==> src/hdl/b64u_pkg.sv <==
// ----------------------------------------------------------------------------
// b64u_pkg
// Types, constants and the character map of the unpadded base64 encoder.
// ----------------------------------------------------------------------------
package b64u_pkg;

  localparam int unsigned QDEPTH = 2;
  localparam int unsigned QAW    = (QDEPTH > 1) ? $clog2(QDEPTH) : 1;
  localparam int unsigned QCW    = $clog2(QDEPTH + 1);

  typedef struct packed {
    logic [7:0] data_byte;
    logic       final_byte;
  } in_item_t;

  typedef struct packed {
    logic [7:0] code_char;
    logic       run_end;
    logic       message_end;
  } out_item_t;

  // one group of work for the back end
  typedef struct packed {
    logic [23:0] group;
    logic [1:0]  last_k;   // index of the last character to send (1..3)
    logic        fin;
  } job_t;

  typedef struct packed {
    logic full;
    logic empty;
  } q_status_t;

  function automatic logic [7:0] char_of(input logic [5:0] idx);
    logic [7:0] v;
    v = {2'b00, idx};
    if (idx < 6'd10)      char_of = v + 8'd48;          // '0'..'9'
    else if (idx < 6'd36) char_of = v - 8'd10 + 8'd97;  // 'a'..'z'
    else if (idx < 6'd62) char_of = v - 8'd36 + 8'd65;  // 'A'..'Z'
    else if (idx == 6'd62) char_of = 8'd45;             // '-'
    else                  char_of = 8'd95;              // '_'
  endfunction

endpackage

==> src/hdl/b64u_front.sv <==
// ----------------------------------------------------------------------------
// b64u_front
// Collects bytes into 24-bit groups and hands finished groups to the queue.
// ----------------------------------------------------------------------------
module b64u_front (
  input  logic                clk,
  input  logic                rst_n,
  input  logic                in_push,
  input  b64u_pkg::in_item_t  in_item,
  output logic                in_full,
  input  b64u_pkg::q_status_t q_stat,
  output logic                q_push,
  output b64u_pkg::job_t      q_job
);

  logic [15:0] held_r, held_nxt;
  logic [1:0]  cnt_r, cnt_nxt;
  logic [1:0]  prior;
  logic [1:0]  n;
  logic        accept;
  logic        emit;

  always_comb begin
    prior   = (cnt_r == 2'd3) ? 2'd2 : cnt_r;
    n       = prior + 2'd1;
    accept  = in_push & ~q_stat.full;
    emit    = accept & ((n == 2'd3) | in_item.final_byte);
    q_job.last_k = n;
    q_job.fin    = in_item.final_byte;
    case (n)
      2'd3:    q_job.group = {held_r, in_item.data_byte};
      2'd2:    q_job.group = {held_r[7:0], in_item.data_byte, 8'd0};
      default: q_job.group = {in_item.data_byte, 16'd0};
    endcase
    held_nxt = held_r;
    cnt_nxt  = cnt_r;
    if (emit) begin
      held_nxt = 16'd0;
      cnt_nxt  = 2'd0;
    end else if (accept) begin
      held_nxt = {held_r[7:0], in_item.data_byte};
      cnt_nxt  = n;
    end
  end

  assign q_push  = emit;
  assign in_full = q_stat.full;

  always_ff @(posedge clk) begin
    if (!rst_n) begin
      held_r <= 16'd0;
      cnt_r  <= 2'd0;
    end else begin
      held_r <= held_nxt;
      cnt_r  <= cnt_nxt;
    end
  end

endmodule

==> src/hdl/b64u_queue.sv <==
// ----------------------------------------------------------------------------
// b64u_queue
// Short job queue between the byte collector and the character sender.
// ----------------------------------------------------------------------------
module b64u_queue (
  input  logic                clk,
  input  logic                rst_n,
  input  logic                push,
  input  b64u_pkg::job_t      wr_job,
  input  logic                pop,
  output b64u_pkg::job_t      rd_job,
  output b64u_pkg::q_status_t stat
);

  b64u_pkg::job_t                 slot_r [b64u_pkg::QDEPTH];
  logic [b64u_pkg::QAW-1:0]       wp_r, wp_nxt;
  logic [b64u_pkg::QAW-1:0]       rp_r, rp_nxt;
  logic [b64u_pkg::QCW-1:0]       cnt_r, cnt_nxt;
  logic                           do_push;
  logic                           do_pop;

  function automatic logic [b64u_pkg::QAW-1:0] bump(input logic [b64u_pkg::QAW-1:0] p);
    if (p == b64u_pkg::QAW'(b64u_pkg::QDEPTH - 1)) bump = '0;
    else bump = p + b64u_pkg::QAW'(1);
  endfunction

  always_comb begin
    stat.full  = (cnt_r == b64u_pkg::QCW'(b64u_pkg::QDEPTH));
    stat.empty = (cnt_r == '0);
    do_push    = push & ~stat.full;
    do_pop     = pop & ~stat.empty;
    wp_nxt     = do_push ? bump(wp_r) : wp_r;
    rp_nxt     = do_pop ? bump(rp_r) : rp_r;
    cnt_nxt    = cnt_r;
    if (do_push & ~do_pop) cnt_nxt = cnt_r + b64u_pkg::QCW'(1);
    else if (do_pop & ~do_push) cnt_nxt = cnt_r - b64u_pkg::QCW'(1);
  end

  assign rd_job = slot_r[rp_r];

  always_ff @(posedge clk) begin
    if (do_push) slot_r[wp_r] <= wr_job;
  end

  always_ff @(posedge clk) begin
    if (!rst_n) begin
      wp_r  <= '0;
      rp_r  <= '0;
      cnt_r <= '0;
    end else begin
      wp_r  <= wp_nxt;
      rp_r  <= rp_nxt;
      cnt_r <= cnt_nxt;
    end
  end

endmodule

==> src/hdl/b64u_back.sv <==
// ----------------------------------------------------------------------------
// b64u_back
// Walks the 6-bit fields of the head job and sends one character per cycle while the output register is free.
// ----------------------------------------------------------------------------
module b64u_back (
  input  logic                 clk,
  input  logic                 rst_n,
  input  b64u_pkg::job_t       q_job,
  input  b64u_pkg::q_status_t  q_stat,
  output logic                 q_pop,
  input  logic                 out_pop,
  output b64u_pkg::out_item_t  out_item,
  output logic                 out_empty
);

  logic [1:0]          k_r, k_nxt;
  logic                vld_r, vld_nxt;
  b64u_pkg::out_item_t item_r, item_nxt;
  logic [5:0]          idx;
  logic                last;
  logic                load;

  always_comb begin
    case (k_r)
      2'd0:    idx = q_job.group[23:18];
      2'd1:    idx = q_job.group[17:12];
      2'd2:    idx = q_job.group[11:6];
      default: idx = q_job.group[5:0];
    endcase
    last  = (k_r == q_job.last_k);
    // output register frees up when empty or being drained this cycle
    load  = ~q_stat.empty & (~vld_r | out_pop);
    q_pop = load & last;

    item_nxt.code_char   = b64u_pkg::char_of(idx);
    item_nxt.run_end     = last;
    item_nxt.message_end = last & q_job.fin;

    k_nxt = k_r;
    if (load) k_nxt = last ? 2'd0 : k_r + 2'd1;

    vld_nxt = vld_r;
    if (load) vld_nxt = 1'b1;
    else if (out_pop) vld_nxt = 1'b0;
  end

  always_ff @(posedge clk) begin
    if (load) item_r <= item_nxt;
  end

  always_ff @(posedge clk) begin
    if (!rst_n) begin
      k_r   <= 2'd0;
      vld_r <= 1'b0;
    end else begin
      k_r   <= k_nxt;
      vld_r <= vld_nxt;
    end
  end

  assign out_item  = item_r;
  assign out_empty = ~vld_r;

endmodule

==> src/hdl/base64_encoder_unpadded_core.sv <==
// ----------------------------------------------------------------------------
// base64_encoder_unpadded_core
// Byte-serial unpadded base64 encoder, alphabet 0-9 a-z A-Z - _.
// ----------------------------------------------------------------------------
// Bytes go in through a queue-style port (push/full), one per cycle while
// full is low. A collector holds up to two bytes; the third byte of a group,
// or a byte flagged final, turns into a job of two to four characters in a
// two-entry queue. The sender drains that queue into an output register
// read with pop/empty, one character per cycle while that register is free
// or being popped. A full group gives four characters, so the character
// port, not the byte port, bounds the sustained rate. The first character
// of a job passes from the queue slot through the output register to the
// output ports. run_end marks the last character caused by a byte;
// message_end marks the last one of a message. No padding is emitted.
module base64_encoder_unpadded_core (
  input  logic                clk,
  input  logic                rst_n,
  input  logic                in_push,
  input  b64u_pkg::in_item_t  in_item,
  output logic                in_full,
  input  logic                out_pop,
  output b64u_pkg::out_item_t out_item,
  output logic                out_empty
);

  b64u_pkg::q_status_t q_stat;
  b64u_pkg::job_t      wr_job;
  b64u_pkg::job_t      rd_job;
  logic                q_push;
  logic                q_pop;

  b64u_front u_front (
    .clk     (clk),
    .rst_n   (rst_n),
    .in_push (in_push),
    .in_item (in_item),
    .in_full (in_full),
    .q_stat  (q_stat),
    .q_push  (q_push),
    .q_job   (wr_job)
  );

  b64u_queue u_queue (
    .clk    (clk),
    .rst_n  (rst_n),
    .push   (q_push),
    .wr_job (wr_job),
    .pop    (q_pop),
    .rd_job (rd_job),
    .stat   (q_stat)
  );

  b64u_back u_back (
    .clk       (clk),
    .rst_n     (rst_n),
    .q_job     (rd_job),
    .q_stat    (q_stat),
    .q_pop     (q_pop),
    .out_pop   (out_pop),
    .out_item  (out_item),
    .out_empty (out_empty)
  );

endmodule

==> config.mk <==
export PLATFORM = sky130hd
export DESIGN_NAME = base64_encoder_unpadded_core
export DESIGN_NICKNAME = d
export VERILOG_FILES = /design/src/hdl/b64u_pkg.sv /design/src/hdl/b64u_front.sv /design/src/hdl/b64u_queue.sv /design/src/hdl/b64u_back.sv /design/src/hdl/base64_encoder_unpadded_core.sv
export SDC_FILE = /design/constraint.sdc
export NUM_CORES = 1
export LEC_CHECK = 0
export BUFFER_PORTS_ARGS = -buffer_cell sky130_fd_sc_hd__clkbuf_2
export CORE_UTILIZATION = 55
export DETAILED_ROUTE_END_ITERATION = 7
export PLACE_DENSITY = 0.74
export SYNTH_ARGS = -nofsm -noshare
export SYNTH_HDL_FRONTEND = slang
export SYNTH_HIERARCHICAL = 1
export SYNTH_SLANG_ARGS = --single-unit
==> constraint.sdc <==
create_clock -name clk -period 7.2 [get_ports clk]
set_clock_uncertainty 0.05 [all_clocks]
set_input_delay 1.44 -clock clk [delete_from_list [all_inputs] [get_ports clk]]
set_output_delay 1.44 -clock clk [all_outputs]
set_load 0.005 [all_outputs]
# Word level (Yosys, flattened, before mapping)
# Memories as Yosys holds them, arrays and structs flattened. A register that Yosys moved wholly into a read port is not among the register bits.
# Cells that the tools add are included.
[totals]
romBits = 0
latch_bits = 0
in_bits = 13
regBits = 35
n_memories = 1
output_inout_bits = 12
ram_bits = 54
word_cells = 73
[mem_list]
columns = ["name", "words", "word_bits", "rd", "rd_ports_with_merged_regs", "write_ports", "line_no", "rtl"]
rows = [
  ["u_queue.slot_r", 2, 27, 1, 1, 1, "b64u_queue.sv:15", "b64u_pkg::job_t slot_r [b64u_pkg::QDEPTH];"],
]
[classes]
n_mul = 0
muxes = 18
n_addsub = 11
eq_ne = 8
div = 0
n_shift = 0
magnitude_cmp = 3
bitwise_logic = 17
reduce_logical = 5
[ops]
columns = ["cell", "count"]
rows = [
  ["case mux 24 bit (2 select lines)", 1],
  ["2-to-1 mux 8 bit", 3],
  ["case mux 6 bit (3 select lines)", 1],
  ["adder 8 x 7 -> 8 bit (second input constant)", 2],
  ["less-than comparator 6 bit (second input constant)", 2],
  ["equality test 2 bit (second input constant)", 5],
  ["bitwise AND 1 bit", 9],
  ["2-to-1 mux 1 bit", 8],
  ["2-to-1 mux 2 bit", 4],
  ["adder 6 x 6 -> 7 bit (second input constant)", 1],
  ["2-to-1 mux 7 bit", 1],
  ["subtractor 6 x 4 -> 7 bit (second input constant)", 1],
  ["subtractor 6 x 6 -> 7 bit (second input constant)", 1],
  ["adder 2 x 1 -> 2 bit (second input constant)", 3],
  ["equality test 6 bit (second input constant)", 1],
  ["less-than comparator 6 x 4 -> 1 bit (second input constant)", 1],
  ["inverter 1 bit", 6],
  ["logical NOT 2 bit", 2],
  ["nonzero test 2 bit", 2],
  ["adder 1 bit (second input constant)", 2],
  ["equality test 2 x 1 -> 1 bit (second input constant)", 1],
  ["equality test 2 bit", 1],
  ["bitwise OR 1 bit", 2],
  ["OR reduction 2 bit", 1],
  ["subtractor 2 x 1 -> 2 bit (second input constant)", 1],
]

# Logic depth before layout (Yosys ltp)
# Gate-level depths: netlist of the first run.
[depth]
depth_word = 11
ltp_mapped = 14
mapped_depth_nobuf = 13

# Cells and area by module
# Netlist of the first run, hierarchy kept.
[modules_own_cells]
columns = ["module", "seq_area_each_um2", "instances", "cells_each", "area_per_inst_um2"]
rows = [
  ["b64u_queue", 1721.7, 1, 109, 2179.6],
  ["b64u_back", 360.3, 1, 160, 1380.1],
  ["b64u_front", 360.3, 1, 136, 1033.5],
]

# Worst setup path before layout of the first run
# No wires, ideal clock.
[synth_path]
path_kind = "input port to flip-flop"
from = "input port in_push"
to = "memory u_queue/slot_r[0][0] (netlist bit), enable pin"
setup_time_ns = 0.408
n_path_buf = 2
setup_slack_ns = 3.620
path_stages = 6
required_time_ns = 6.742
arrival_ns = 3.122
path_cell_list = "nand2b_4 buf_6 buf_2 nor2_1 inv_1 nor3_2"
[synth_between]
elab_chain_len = 5
[synth_lines]
columns = ["item", "line_no", "rtl"]
rows = [
  ["start: declaration", "base64_encoder_unpadded_core.sv:18", "input logic in_push,"],
  ["bitwise AND 1 bit", "b64u_front.sv:26", "accept = in_push & ~q_stat.full;"],
  ["bitwise AND 1 bit", "b64u_front.sv:27", "emit = accept & ((n == 2'd3) | in_item.final_byte);"],
  ["named net q_push", "base64_encoder_unpadded_core.sv:29", "logic q_push;"],
  ["bitwise AND 1 bit", "b64u_queue.sv:30", "do_push = push & ~stat.full;"],
  ["2-to-1 mux 1 bit", "b64u_queue.sv:42", "if (do_push) slot_r[wp_r] <= wr_job;"],
  ["2-to-1 mux 1 bit (not written as such)", "b64u_queue.sv:42", ""],
  ["end: declaration", "b64u_queue.sv:15", ""],
]
# The timed path passes the listed nets, and every way through them passes these cells.

==> results.yml, run 1 <==
outcome:
  status: "completed"
pwr:
  p_per_area_nw_per_um2: 312
  irDropWorstVdd_mv: 0.200
  power.leakage_nw: 1.77
  report.power.total_mw: 1.55
run:
  max-cap-violations: 0
layout:
  final.fill_count: 620
  design.final.nets: 456
  final_layout_size_suffix_gt1_share_pct: 20.6
  postLayoutCoreUtil_pct: 62.8
  fin_cells: 533
  syn_to_final_growth_pct: 7.93
  insertedDiodeCount: 0
sta:
  timing_worst_slew_pin_value_ns: 0.778
  grt_setup_unrepaired: "false"
  final.hold.worst_slack_ns: 0.412
  maxClockFrequency_mhz: 258
  clock_period_minus_final_worst_setup_slack_ns: 3.88
  normalized_max_slew_margin_pct: 48.1
  drv_slew: 0
  setup_violation_total_in_the_final_timing_report: 0
  tns_ns: 0
  finalCritPeriodShare_pct: 53.9
  hold_viol_final: 0
global_route:
  grt_max_degree: 38
  total_congestion_overflow_after_global_routing: 0
  grt_antenna_before_repair: 0
  via_count_of_the_first_global_routing_pass: 2988
  grtUsageTotal_pct: 22.1
  grt_first_pass_wirelength_um: 14600
detailed_routing:
  iteration_0_drc_count_of_the_detailed_router: 193
  totalWireLength_um: 8710
  vias: 3052
  ant_nets: 0
  drtPass1Iterations: 5
  routed_wire_length_per_instance_um: 16.3
  drt-vias-per-instance: 5.73
  route.detailed.drc: 0
yosys:
  yosys_warnings: 6
  synth.ff_latch_count: 90
  synth_async_sr_flop_share_pct: 0
  ys_top_cells_by_count: "edfxtp_1 (64), nand2_1 (55), a21oi_1 (30)"
  mappedNetlistNets: 435
  yosysTopAreaCell: "edfxtp_1"
  synth_flop_cell: "edfxtp_1"
  yosys.cell_count.top_type: "edfxtp_1"
  yosys.area.top_type_share_pct: 41.8
  netlist_instances: 405
  seq_area_frac_synth_pct: 53.2
  ys_types: 61
  synth-edff-count: 64
  netlist_area_um2: 4590
  ys_top_cells_by_area: "edfxtp_1 (42%), dfxtp_1 (11%), mux2_2 (6.6%)"
  syn_avg_cell_area_um2: 11.3
critical_path:
  crit_slowest_cell: "dfxtp_1"
  critical_path_data_required_time_ns: 7.25
  crit_path_max_incr_delay_ns: 0.73
  worstPathCellList: "buf_4, mux2_2, a222oi_1, a21oi_2, ha_1, a211oi_1, a221oi_2, xnor2_1, nor2_1, a31oi_1, o221a_2"
  timing.critical_path.max_delay_family: "compound AO/OA/AOI/OAI gates"
  worst-path-max-fanout: 14
  type_of_the_worst_setup_path: "reg -> reg"
  worstSetupStartpointType: "flip-flop"
  critPathArrivalTime_ns: 3.92
  ff2ff_setup_slack_ns: 3.32
  critical_path.endpoint_type: "flip-flop"
  critical_path.n_buffers_inverters: 1
placed_design:
  dp_hpwl_um: 6190
  post-place-cells: 517
  io_buffers: 24
  global_placer_s_final_weighted_congestion: 0.870
die:
  die_width_um: 93.4
  core_area_um2: 7890
  design.die.area_um2: 8720
  die_height_um: 93.4
  initial_utilization_pct: 58.2
  rows: 32
  io_pins: 25
clock_network:
  cts-buffers-inserted: 9
  numClockSinks: 90
  cts.htree.levels: 3
  cts.repair_timing.setup_buffer_count: 0
  post_cts_gate_resize_count: 0
  tritoncts_clock_tree: "done"
  clk_latency_ns: 0.35
  clkSlewWorstSetupHoldPaths_ns: 0.09
  cts_hold_repair_buffers: 0
  clock-root-buffer: "clkbuf_8"
  clock_tree.buffer_depth: 2
min_path:
  min_path_type: "reg -> reg"
==> state kept, by name, indices dropped and copies added, names as in the netlist, named ones only <==
name	cells
u_front/cnt_r	2
u_queue/wp_r	1
u_queue/cnt_r	2
u_front/held_r	16
u_queue/rp_r	1
u_back/out_item	10
u_queue/slot_r	54
u_back/vld_r	1
u_back/k_r	2
==> stage by stage <==
stage,cell area (µm²),setup WS (ns)
final,4960,3.32
after detailed placement,4760,3.41
after floorplan,4590,3.62
after global routing,4960,3.02
after CTS,4960,3.37
after global placement,4760,3.37
==> cells by family (layout without fill, tap and decap cells) <==
family | after synthesis | in the layout | share of synthesized area (%)
compound gates | 95 | 95 | 14.2
xor+xnor | 10 | 10 | 1.91
fa+ha+maj | 17 | 17 | 4.63
buf+inv | 38 | 64 | 4.33
flops | 90 | 90 | 53.2
mux | 38 | 38 | 9.29
simple gates | 117 | 117 | 12.5
==> worst register-to-register path, stage by stage, from the launching register on <==
cell and delay, ns:
dfxtp_1 0.73, buf_4 0.34, mux2_2 0.36, a222oi_1 0.59, a21oi_2 0.22, ha_1 0.30, a211oi_1 0.30, a221oi_2 0.16
xnor2_1 0.16, nor2_1 0.10, a31oi_1 0.05, o221a_2 0.29
==> cells in the final DEF (no fill, tap or decap), types with 8 or more instances in the layout <==
master / synthesis / layout
a21oi_1: 30 / 30
and2_1: 12 / 12
clkbuf_2: 0 / 24
clkbuf_8: 0 / 10
dfxtp_1: 26 / 26
edfxtp_1: 64 / 64
ha_1: 17 / 17
inv_1: 16 / 16
mux2_2: 27 / 27
mux2i_1: 10 / 10
nand2_1: 55 / 55
nor2_1: 15 / 15
nor2b_1: 8 / 8
o21ai_0: 17 / 17
==> final timing paths <==
check | startpoint | end | cells past startpoint
setup reg to reg | flip-flop | u_back/out_item[6]$_DFFE_PP_ | 11
hold reg to reg | u_front/held_r[10]$_SDFFE_PP0P_ | u_front/held_r[10]$_SDFFE_PP0P_ | 2
setup / recovery | flip-flop | u_back/out_item[6]$_DFFE_PP_ | 11
hold / removal | u_front/held_r[10]$_SDFFE_PP0P_ | u_front/held_r[10]$_SDFFE_PP0P_ | 2
==> report_power, final <==
part	switching, mW	internal [mW]	total [mW]
Clock	0.170	0.172	0.342
Sequential	0.0286	0.637	0.665
Combinational	0.321	0.220	0.541
==> cell type report <==
class	instances	area (µm²)	area share, %
clock inverter	4	52.6	1.06
timing repair buffer	29	158	3.18
multi-input combinational	277	1960	39.5
sequential	90	2440	49.3
tap	102	128	2.57
inverter	19	73.8	1.49
clock buffer	12	145	2.93
==> metal layers <==
layer | wire length [µm] | part of all wire [%] | GRT usage (%) | vias to the layer above
met1 | 4010 | 46 | 28.8 | 1457
met2 | 4260 | 49 | 35.9 | 81
met4 | 129 | 1.5 | 8.85 | 0
met5 | 0 | 0 | 0 | -
li1 | - | - | - | 1502
met3 | 304 | 3.5 | 4.72 | 12
Note: power is estimated with default switching activity, not from simulation.
==> run 2: changes to the inputs <==
- clock period: 7.2 -> 3.85 ns (I/O delays scaled with it)
==> run 2 against run 1 <==
Net effect:
- clock power increased by 77%
- critical endpoint unchanged
- largest power group unchanged
- worst setup slack got worse by 2.9 ns
- via count decreased by 1.1%
- flip-flop and latch count unchanged
- cell area increased by 0.15%
- fmax increased by 14%
- first-iteration DRC count decreased by 27%
- cell count increased by 0.19%
- register-to-register slack got worse by 2.9 ns
- sequential power increased by 86%
- non-clock buffer count increased by 1
- wire length decreased by 3.5%
==> results.yml, run 2 (synthesized netlist as in run 1, its figures left out) <==
outcome:
  status: "completed"
placed_design:
  io_buffers: 24
  dpl-instance-area_um2: 4780
  dp_hpwl_um: 6020
  global_placer_s_final_weighted_congestion: 0.885
sta:
  drv_slew: 0
  clock_period_minus_final_worst_setup_slack_ns: 3.42
  timing_worst_slew_pin_value_ns: 0.754
  setup_violation_total_in_the_final_timing_report: 0
  grt_setup_unrepaired: "false"
  finalCritPeriodShare_pct: 88.7
  maxClockFrequency_mhz: 293
  tns_ns: 0
  normalized_max_slew_margin_pct: 49.8
  hold_viol_final: 0
layout:
  largest_reg_flops: 54
  final_layout_size_suffix_gt1_share_pct: 21.3
  registers.top_by_ff_count: "u_queue/slot_r"
  syn_to_final_growth_pct: 8.09
  stdcell_area_um2: 4960
  most_common_library_cell_in_the_layout_ignoring_fill_and_taps: "edfxtp_1"
  design.final.nets: 457
  insertedDiodeCount: 0
  most-common-layout-cells: "edfxtp_1 (64), nand2_1 (55), a21oi_1 (30)"
  postLayoutCoreUtil_pct: 62.9
pwr:
  irDropWorstVdd_mv: 0.284
  power.leakage_nw: 1.78
  p_per_area_nw_per_um2: 575
critical_path:
  worst-path-max-fanout: 27
  critical_path.endpoint_type: "flip-flop"
  rr_worst_depth: 12
  critical_path_data_required_time_ns: 3.91
  ff2ff_setup_slack_ns: 0.43
  worstSetupStartpointType: "flip-flop"
  type_of_the_worst_setup_path: "reg -> reg"
  critPathArrivalTime_ns: 3.47
die:
  initial_utilization_pct: 58.2
  die_height_um: 93.4
  rows: 32
  die_width_um: 93.4
  io_pins: 25
  design.die.area_um2: 8720
  core_area_um2: 7890
clock_network:
  clock-root-buffer: "clkbuf_8"
  post_cts_gate_resize_count: 0
  cts.htree.levels: 3
  clkSlewWorstSetupHoldPaths_ns: 0.09
  cts-buffers-inserted: 9
  numClockSinks: 90
  clock_tree.buffer_depth: 2
  cts_hold_repair_buffers: 0
  tritoncts_clock_tree: "done"
  clk_latency_ns: 0.35
  cts.repair_timing.setup_buffer_count: 0
detailed_routing:
  drt-vias-per-instance: 5.65
  totalWireLength_um: 8400
  route.detailed.drc: 0
  drtPass1Iterations: 4
  routed_wire_length_per_instance_um: 15.7
  vias: 3019
  iteration_0_drc_count_of_the_detailed_router: 140
  ant_nets: 0
global_route:
  via_count_of_the_first_global_routing_pass: 2944
  grt_antenna_before_repair: 0
  grt_max_degree: 38
  grt_first_pass_wirelength_um: 14000
  total_congestion_overflow_after_global_routing: 0
  grtUsageTotal_pct: 21.2
min_path:
  min_path_type: "reg -> reg"
  timing.hold.worst_path_depth: 2
run:
  max-cap-violations: 0
-- run 2: cell count changes in the layout (fill, tap and decap cells not counted), sizes merged --
cell and delta:
inv +2, bufinv -1, clkbuf -1, buf +1
-- run 2: worst paths after layout --
| check | end | start |
|---|---|---|
| min | u_front/held_r[9]$_SDFFE_PP0P_ | u_front/held_r[9]$_SDFFE_PP0P_ |
| max reg2reg | u_back/out_item[6]$_DFFE_PP_ | flip-flop |
| max | u_back/out_item[6]$_DFFE_PP_ | flip-flop |
| min reg2reg | u_front/held_r[9]$_SDFFE_PP0P_ | u_front/held_r[9]$_SDFFE_PP0P_ |
-- run 2: cell type report --
cell class              count  area, µm²
fillers                   617       2920
multi-input cells         277       1960
well taps                 102        128
clock buffers              11        151
inverters                  19       73.8
clock inverters             5       33.8
flip-flops and latches     90       2440
repair buffers             30        178
-- run 2: power breakdown --
group	internal (mW)	switching [mW]	total (mW)	leakage [nW]
clock	0.273	0.331	0.604	0.100
sequential	1.19	0.0498	1.24	0.803
combinational	0.414	0.595	1.01	0.877
total	1.88	0.976	2.85	1.78
-- run 2: per-layer routing --
layer,vias up,track usage (%),wire length [µm]
li1,1504,-,-
met1,1422,27.6,3720
met2,80,34.8,4110
met3,13,4.31,423
met4,0,8.46,140
met5,-,0,0
-- run 2: metrics by stage --
stage | std cells | hold slack, ns | setup WS, ns | power, mW
detailed placement | 518 | 0.397 | 0.493 | 2.26
CTS | 534 | 0.410 | 0.465 | 2.87
global route | 534 | 0.446 | 0.225 | 3.03
finish | 534 | 0.409 | 0.435 | 2.85
floorplan | 405 | 0.385 | 0.681 | 2.02
global placement | 518 | 0.392 | 0.510 | 2.25
-- run 2: worst max-delay path, stage by stage (launching register included) --
cell       delay, ns
dfxtp_1         0.36
buf_12          0.19
mux2_2          0.36
a21oi_1         0.12
and3_1          0.25
nand2b_1        0.31
ha_1            0.31
nand2b_1        0.18
a2111oi_0       0.40
a21oi_1         0.10
xnor2_1         0.16
mux2i_1         0.14
o221a_2         0.24
==> run 3: changes to the inputs <==
- BUFFER_PORTS_ARGS: -buffer_cell sky130_fd_sc_hd__clkbuf_2 -> unset
- DONT_BUFFER_PORTS: unset -> 1
- PLACE_DENSITY: 0.74 -> 0.71
- SYNTH_HIERARCHICAL: 1 -> unset
==> run 3 against run 2 <==
Net effect:
- wire length decreased by 3.3%
- power grew 29%
- worst setup slack gained 0.15 ns
- via count decreased by 5.7%
- non-clock buffer count decreased by 25
==> results.yml, run 3 <==
clock_network:
  cts.repair_timing.setup_buffer_count: 0
  clock-root-buffer: "clkbuf_8"
  clkSlewWorstSetupHoldPaths_ns: 0.09
  tritoncts_clock_tree: "done"
  cts_hold_repair_buffers: 0
  post_cts_gate_resize_count: 0
  numClockSinks: 90
  clk_latency_ns: 0.34
  clock_tree.buffer_depth: 2
  cts-buffers-inserted: 9
  cts.htree.levels: 3
placed_design:
  global_placer_s_final_weighted_congestion: 0.905
  dpl-instance-area_um2: 4480
  dp_hpwl_um: 5890
  post-place-cells: 479
  io_buffers: 0
yosys:
  synth_flop_cell: "edfxtp_1"
  yosys_warnings: 0
  synth.ff_latch_count: 90
  synth-edff-count: 64
  yosysTopAreaCell: "edfxtp_1"
  ys_top_cells_by_count: "edfxtp_1 (64), nand2_1 (64), a21oi_1 (28)"
  syn_avg_cell_area_um2: 11.3
  netlist_area_um2: 4420
  seq_area_frac_synth_pct: 55.3
  mappedNetlistNets: 420
  ys_types: 66
  synth_async_sr_flop_share_pct: 0
  netlist_instances: 391
  yosys.area.top_type_share_pct: 43.5
  ys_top_cells_by_area: "edfxtp_1 (44%), dfxtp_1 (12%), nand2_1 (5.4%)"
critical_path:
  critical_path.endpoint_type: "flip-flop"
  ff2ff_setup_slack_ns: 0.59
  crit_path_frequent_cell: "ha_1"
  worstPathCellList: "inv_1, ha_1, a22o_1, o311ai_4, inv_4, ha_1, a41o_2, xnor2_1, nor4_2, xor2_1, o221ai_1"
  critPathArrivalTime_ns: 3.29
  crit_path_max_incr_delay_ns: 0.44
  worst-path-max-fanout: 12
  type_of_the_worst_setup_path: "reg -> reg"
  worstSetupStartpointType: "flip-flop"
  critical_path_data_required_time_ns: 3.87
  crit_slowest_cell: "dfxtp_1"
layout:
  syn_to_final_growth_pct: 5.95
  insertedDiodeCount: 0
  final_layout_size_suffix_gt1_share_pct: 10.9
  postLayoutCoreUtil_pct: 60.3
  largest_reg_flops: 54
  registers.top_by_ff_count: "u_queue.slot_r"
  design.final.nets: 417
  most-common-layout-cells: "nand2_1 (64), edfxtp_1 (64), a21oi_1 (28)"
  stdcell_area_um2: 4680
  final.fill_count: 653
  fin_cells: 495
detailed_routing:
  route.detailed.drc: 0
  ant_nets: 0
  iteration_0_drc_count_of_the_detailed_router: 147
  wirelength_met1_um: 3790
  drtPass1Iterations: 5
  wl_met3_um: 255
  detailed_route_wirelength_on_metal2_um: 3960
  drt-vias-per-instance: 5.75
  dr_top_layer: "met4"
  totalWireLength_um: 8120
  routed_wire_length_per_instance_um: 16.4
  vias: 2847
sta:
  final.hold.worst_slack_ns: 0.413
  hold_viol_final: 0
  maxClockFrequency_mhz: 306
  tns_ns: 0
  normalized_max_slew_margin_pct: 48.0
  grt_setup_unrepaired: "false"
  timing_worst_slew_pin_value_ns: 0.779
  drv_slew: 0
  finalCritPeriodShare_pct: 84.8
  setup_violation_total_in_the_final_timing_report: 0
  clock_period_minus_final_worst_setup_slack_ns: 3.26
outcome:
  status: "completed"
global_route:
  grt_antenna_before_repair: 0
  via_count_of_the_first_global_routing_pass: 2671
  total_congestion_overflow_after_global_routing: 0
  grt_first_pass_wirelength_um: 13100
  grt_max_degree: 36
  grtUsageTotal_pct: 20.1
run:
  max-cap-violations: 0
die:
  initial_utilization_pct: 56.9
  rows: 32
  design.die.area_um2: 8400
  die_width_um: 91.6
  core_area_um2: 7770
  die_height_um: 91.6
  io_pins: 25
pwr:
  p_per_area_nw_per_um2: 785
  power.leakage_nw: 1.64
  irDropWorstVdd_mv: 0.359
min_path:
  min_path_type: "reg -> reg"
run 3: layer usage:
metal / up-vias / track usage, %
met5: - / 0
met4: 0 / 8.47
met3: 10 / 3.65
met2: 61 / 33.3
met1: 1362 / 26.0
li1: 1414 / -
run 3: layout make-up:
class                      instances  area [µm²]  area share (%)
timing repair buffer               5        37.5           0.802
multi-input combinational        267        1820            38.8
tap                              102         128            2.73
clock inverter                     3        18.8           0.401
inverter                          15        58.8            1.26
clock buffer                      13         180            3.85
sequential                        90        2440            52.2
run 3: cells by family (layout without fill, tap and decap cells):
family	after synthesis	count (layout)	share of synthesized area, %
buffers and inverters	34	36	3.68
XOR/XNOR	13	13	2.75
multiplexers	16	16	3.62
flip-flops	90	90	55.3
adder cells (fa/ha/maj)	16	16	4.53
AO/OA/AOI/OAI	96	96	16.4
AND/OR/NAND/NOR	126	126	13.7
run 3: path summary, 6_finish.rpt:
kind,from,endpoint,depth (start not counted)
setup / recovery,u_back.k_r[0]$_SDFFE_PN0P_,u_back.out_item[7]$_DFFE_PP_,11
hold / removal,u_front.held_r[9]$_SDFFE_PP0P_,u_front.held_r[9]$_SDFFE_PP0P_,2
setup reg to reg,u_back.k_r[0]$_SDFFE_PN0P_,u_back.out_item[7]$_DFFE_PP_,11
hold reg to reg,u_front.held_r[9]$_SDFFE_PP0P_,u_front.held_r[9]$_SDFFE_PP0P_,2
run 3: worst max-delay path: cells and delay by family (launching register included):
kind	cells	cell delay [ns]
compound gates	4	1.01
fa+ha+maj	2	0.59
flops	1	0.44
xor+xnor	2	0.34
simple gates	1	0.33
buf+inv	2	0.23
run 3: power breakdown:
group          internal, mW  switching (mW)  total [mW]
combinational         0.648            1.01        1.66
sequential             1.28           0.108        1.39
clock                 0.311           0.312       0.623
run 3: stage by stage:
stage               power [mW]  setup slack [ns]
floorplan                 2.75             0.783
global placement          3.03             0.723
detailed placement        3.05             0.601
CTS                       3.68             0.591
global route              3.91             0.372
finish                    3.68             0.585
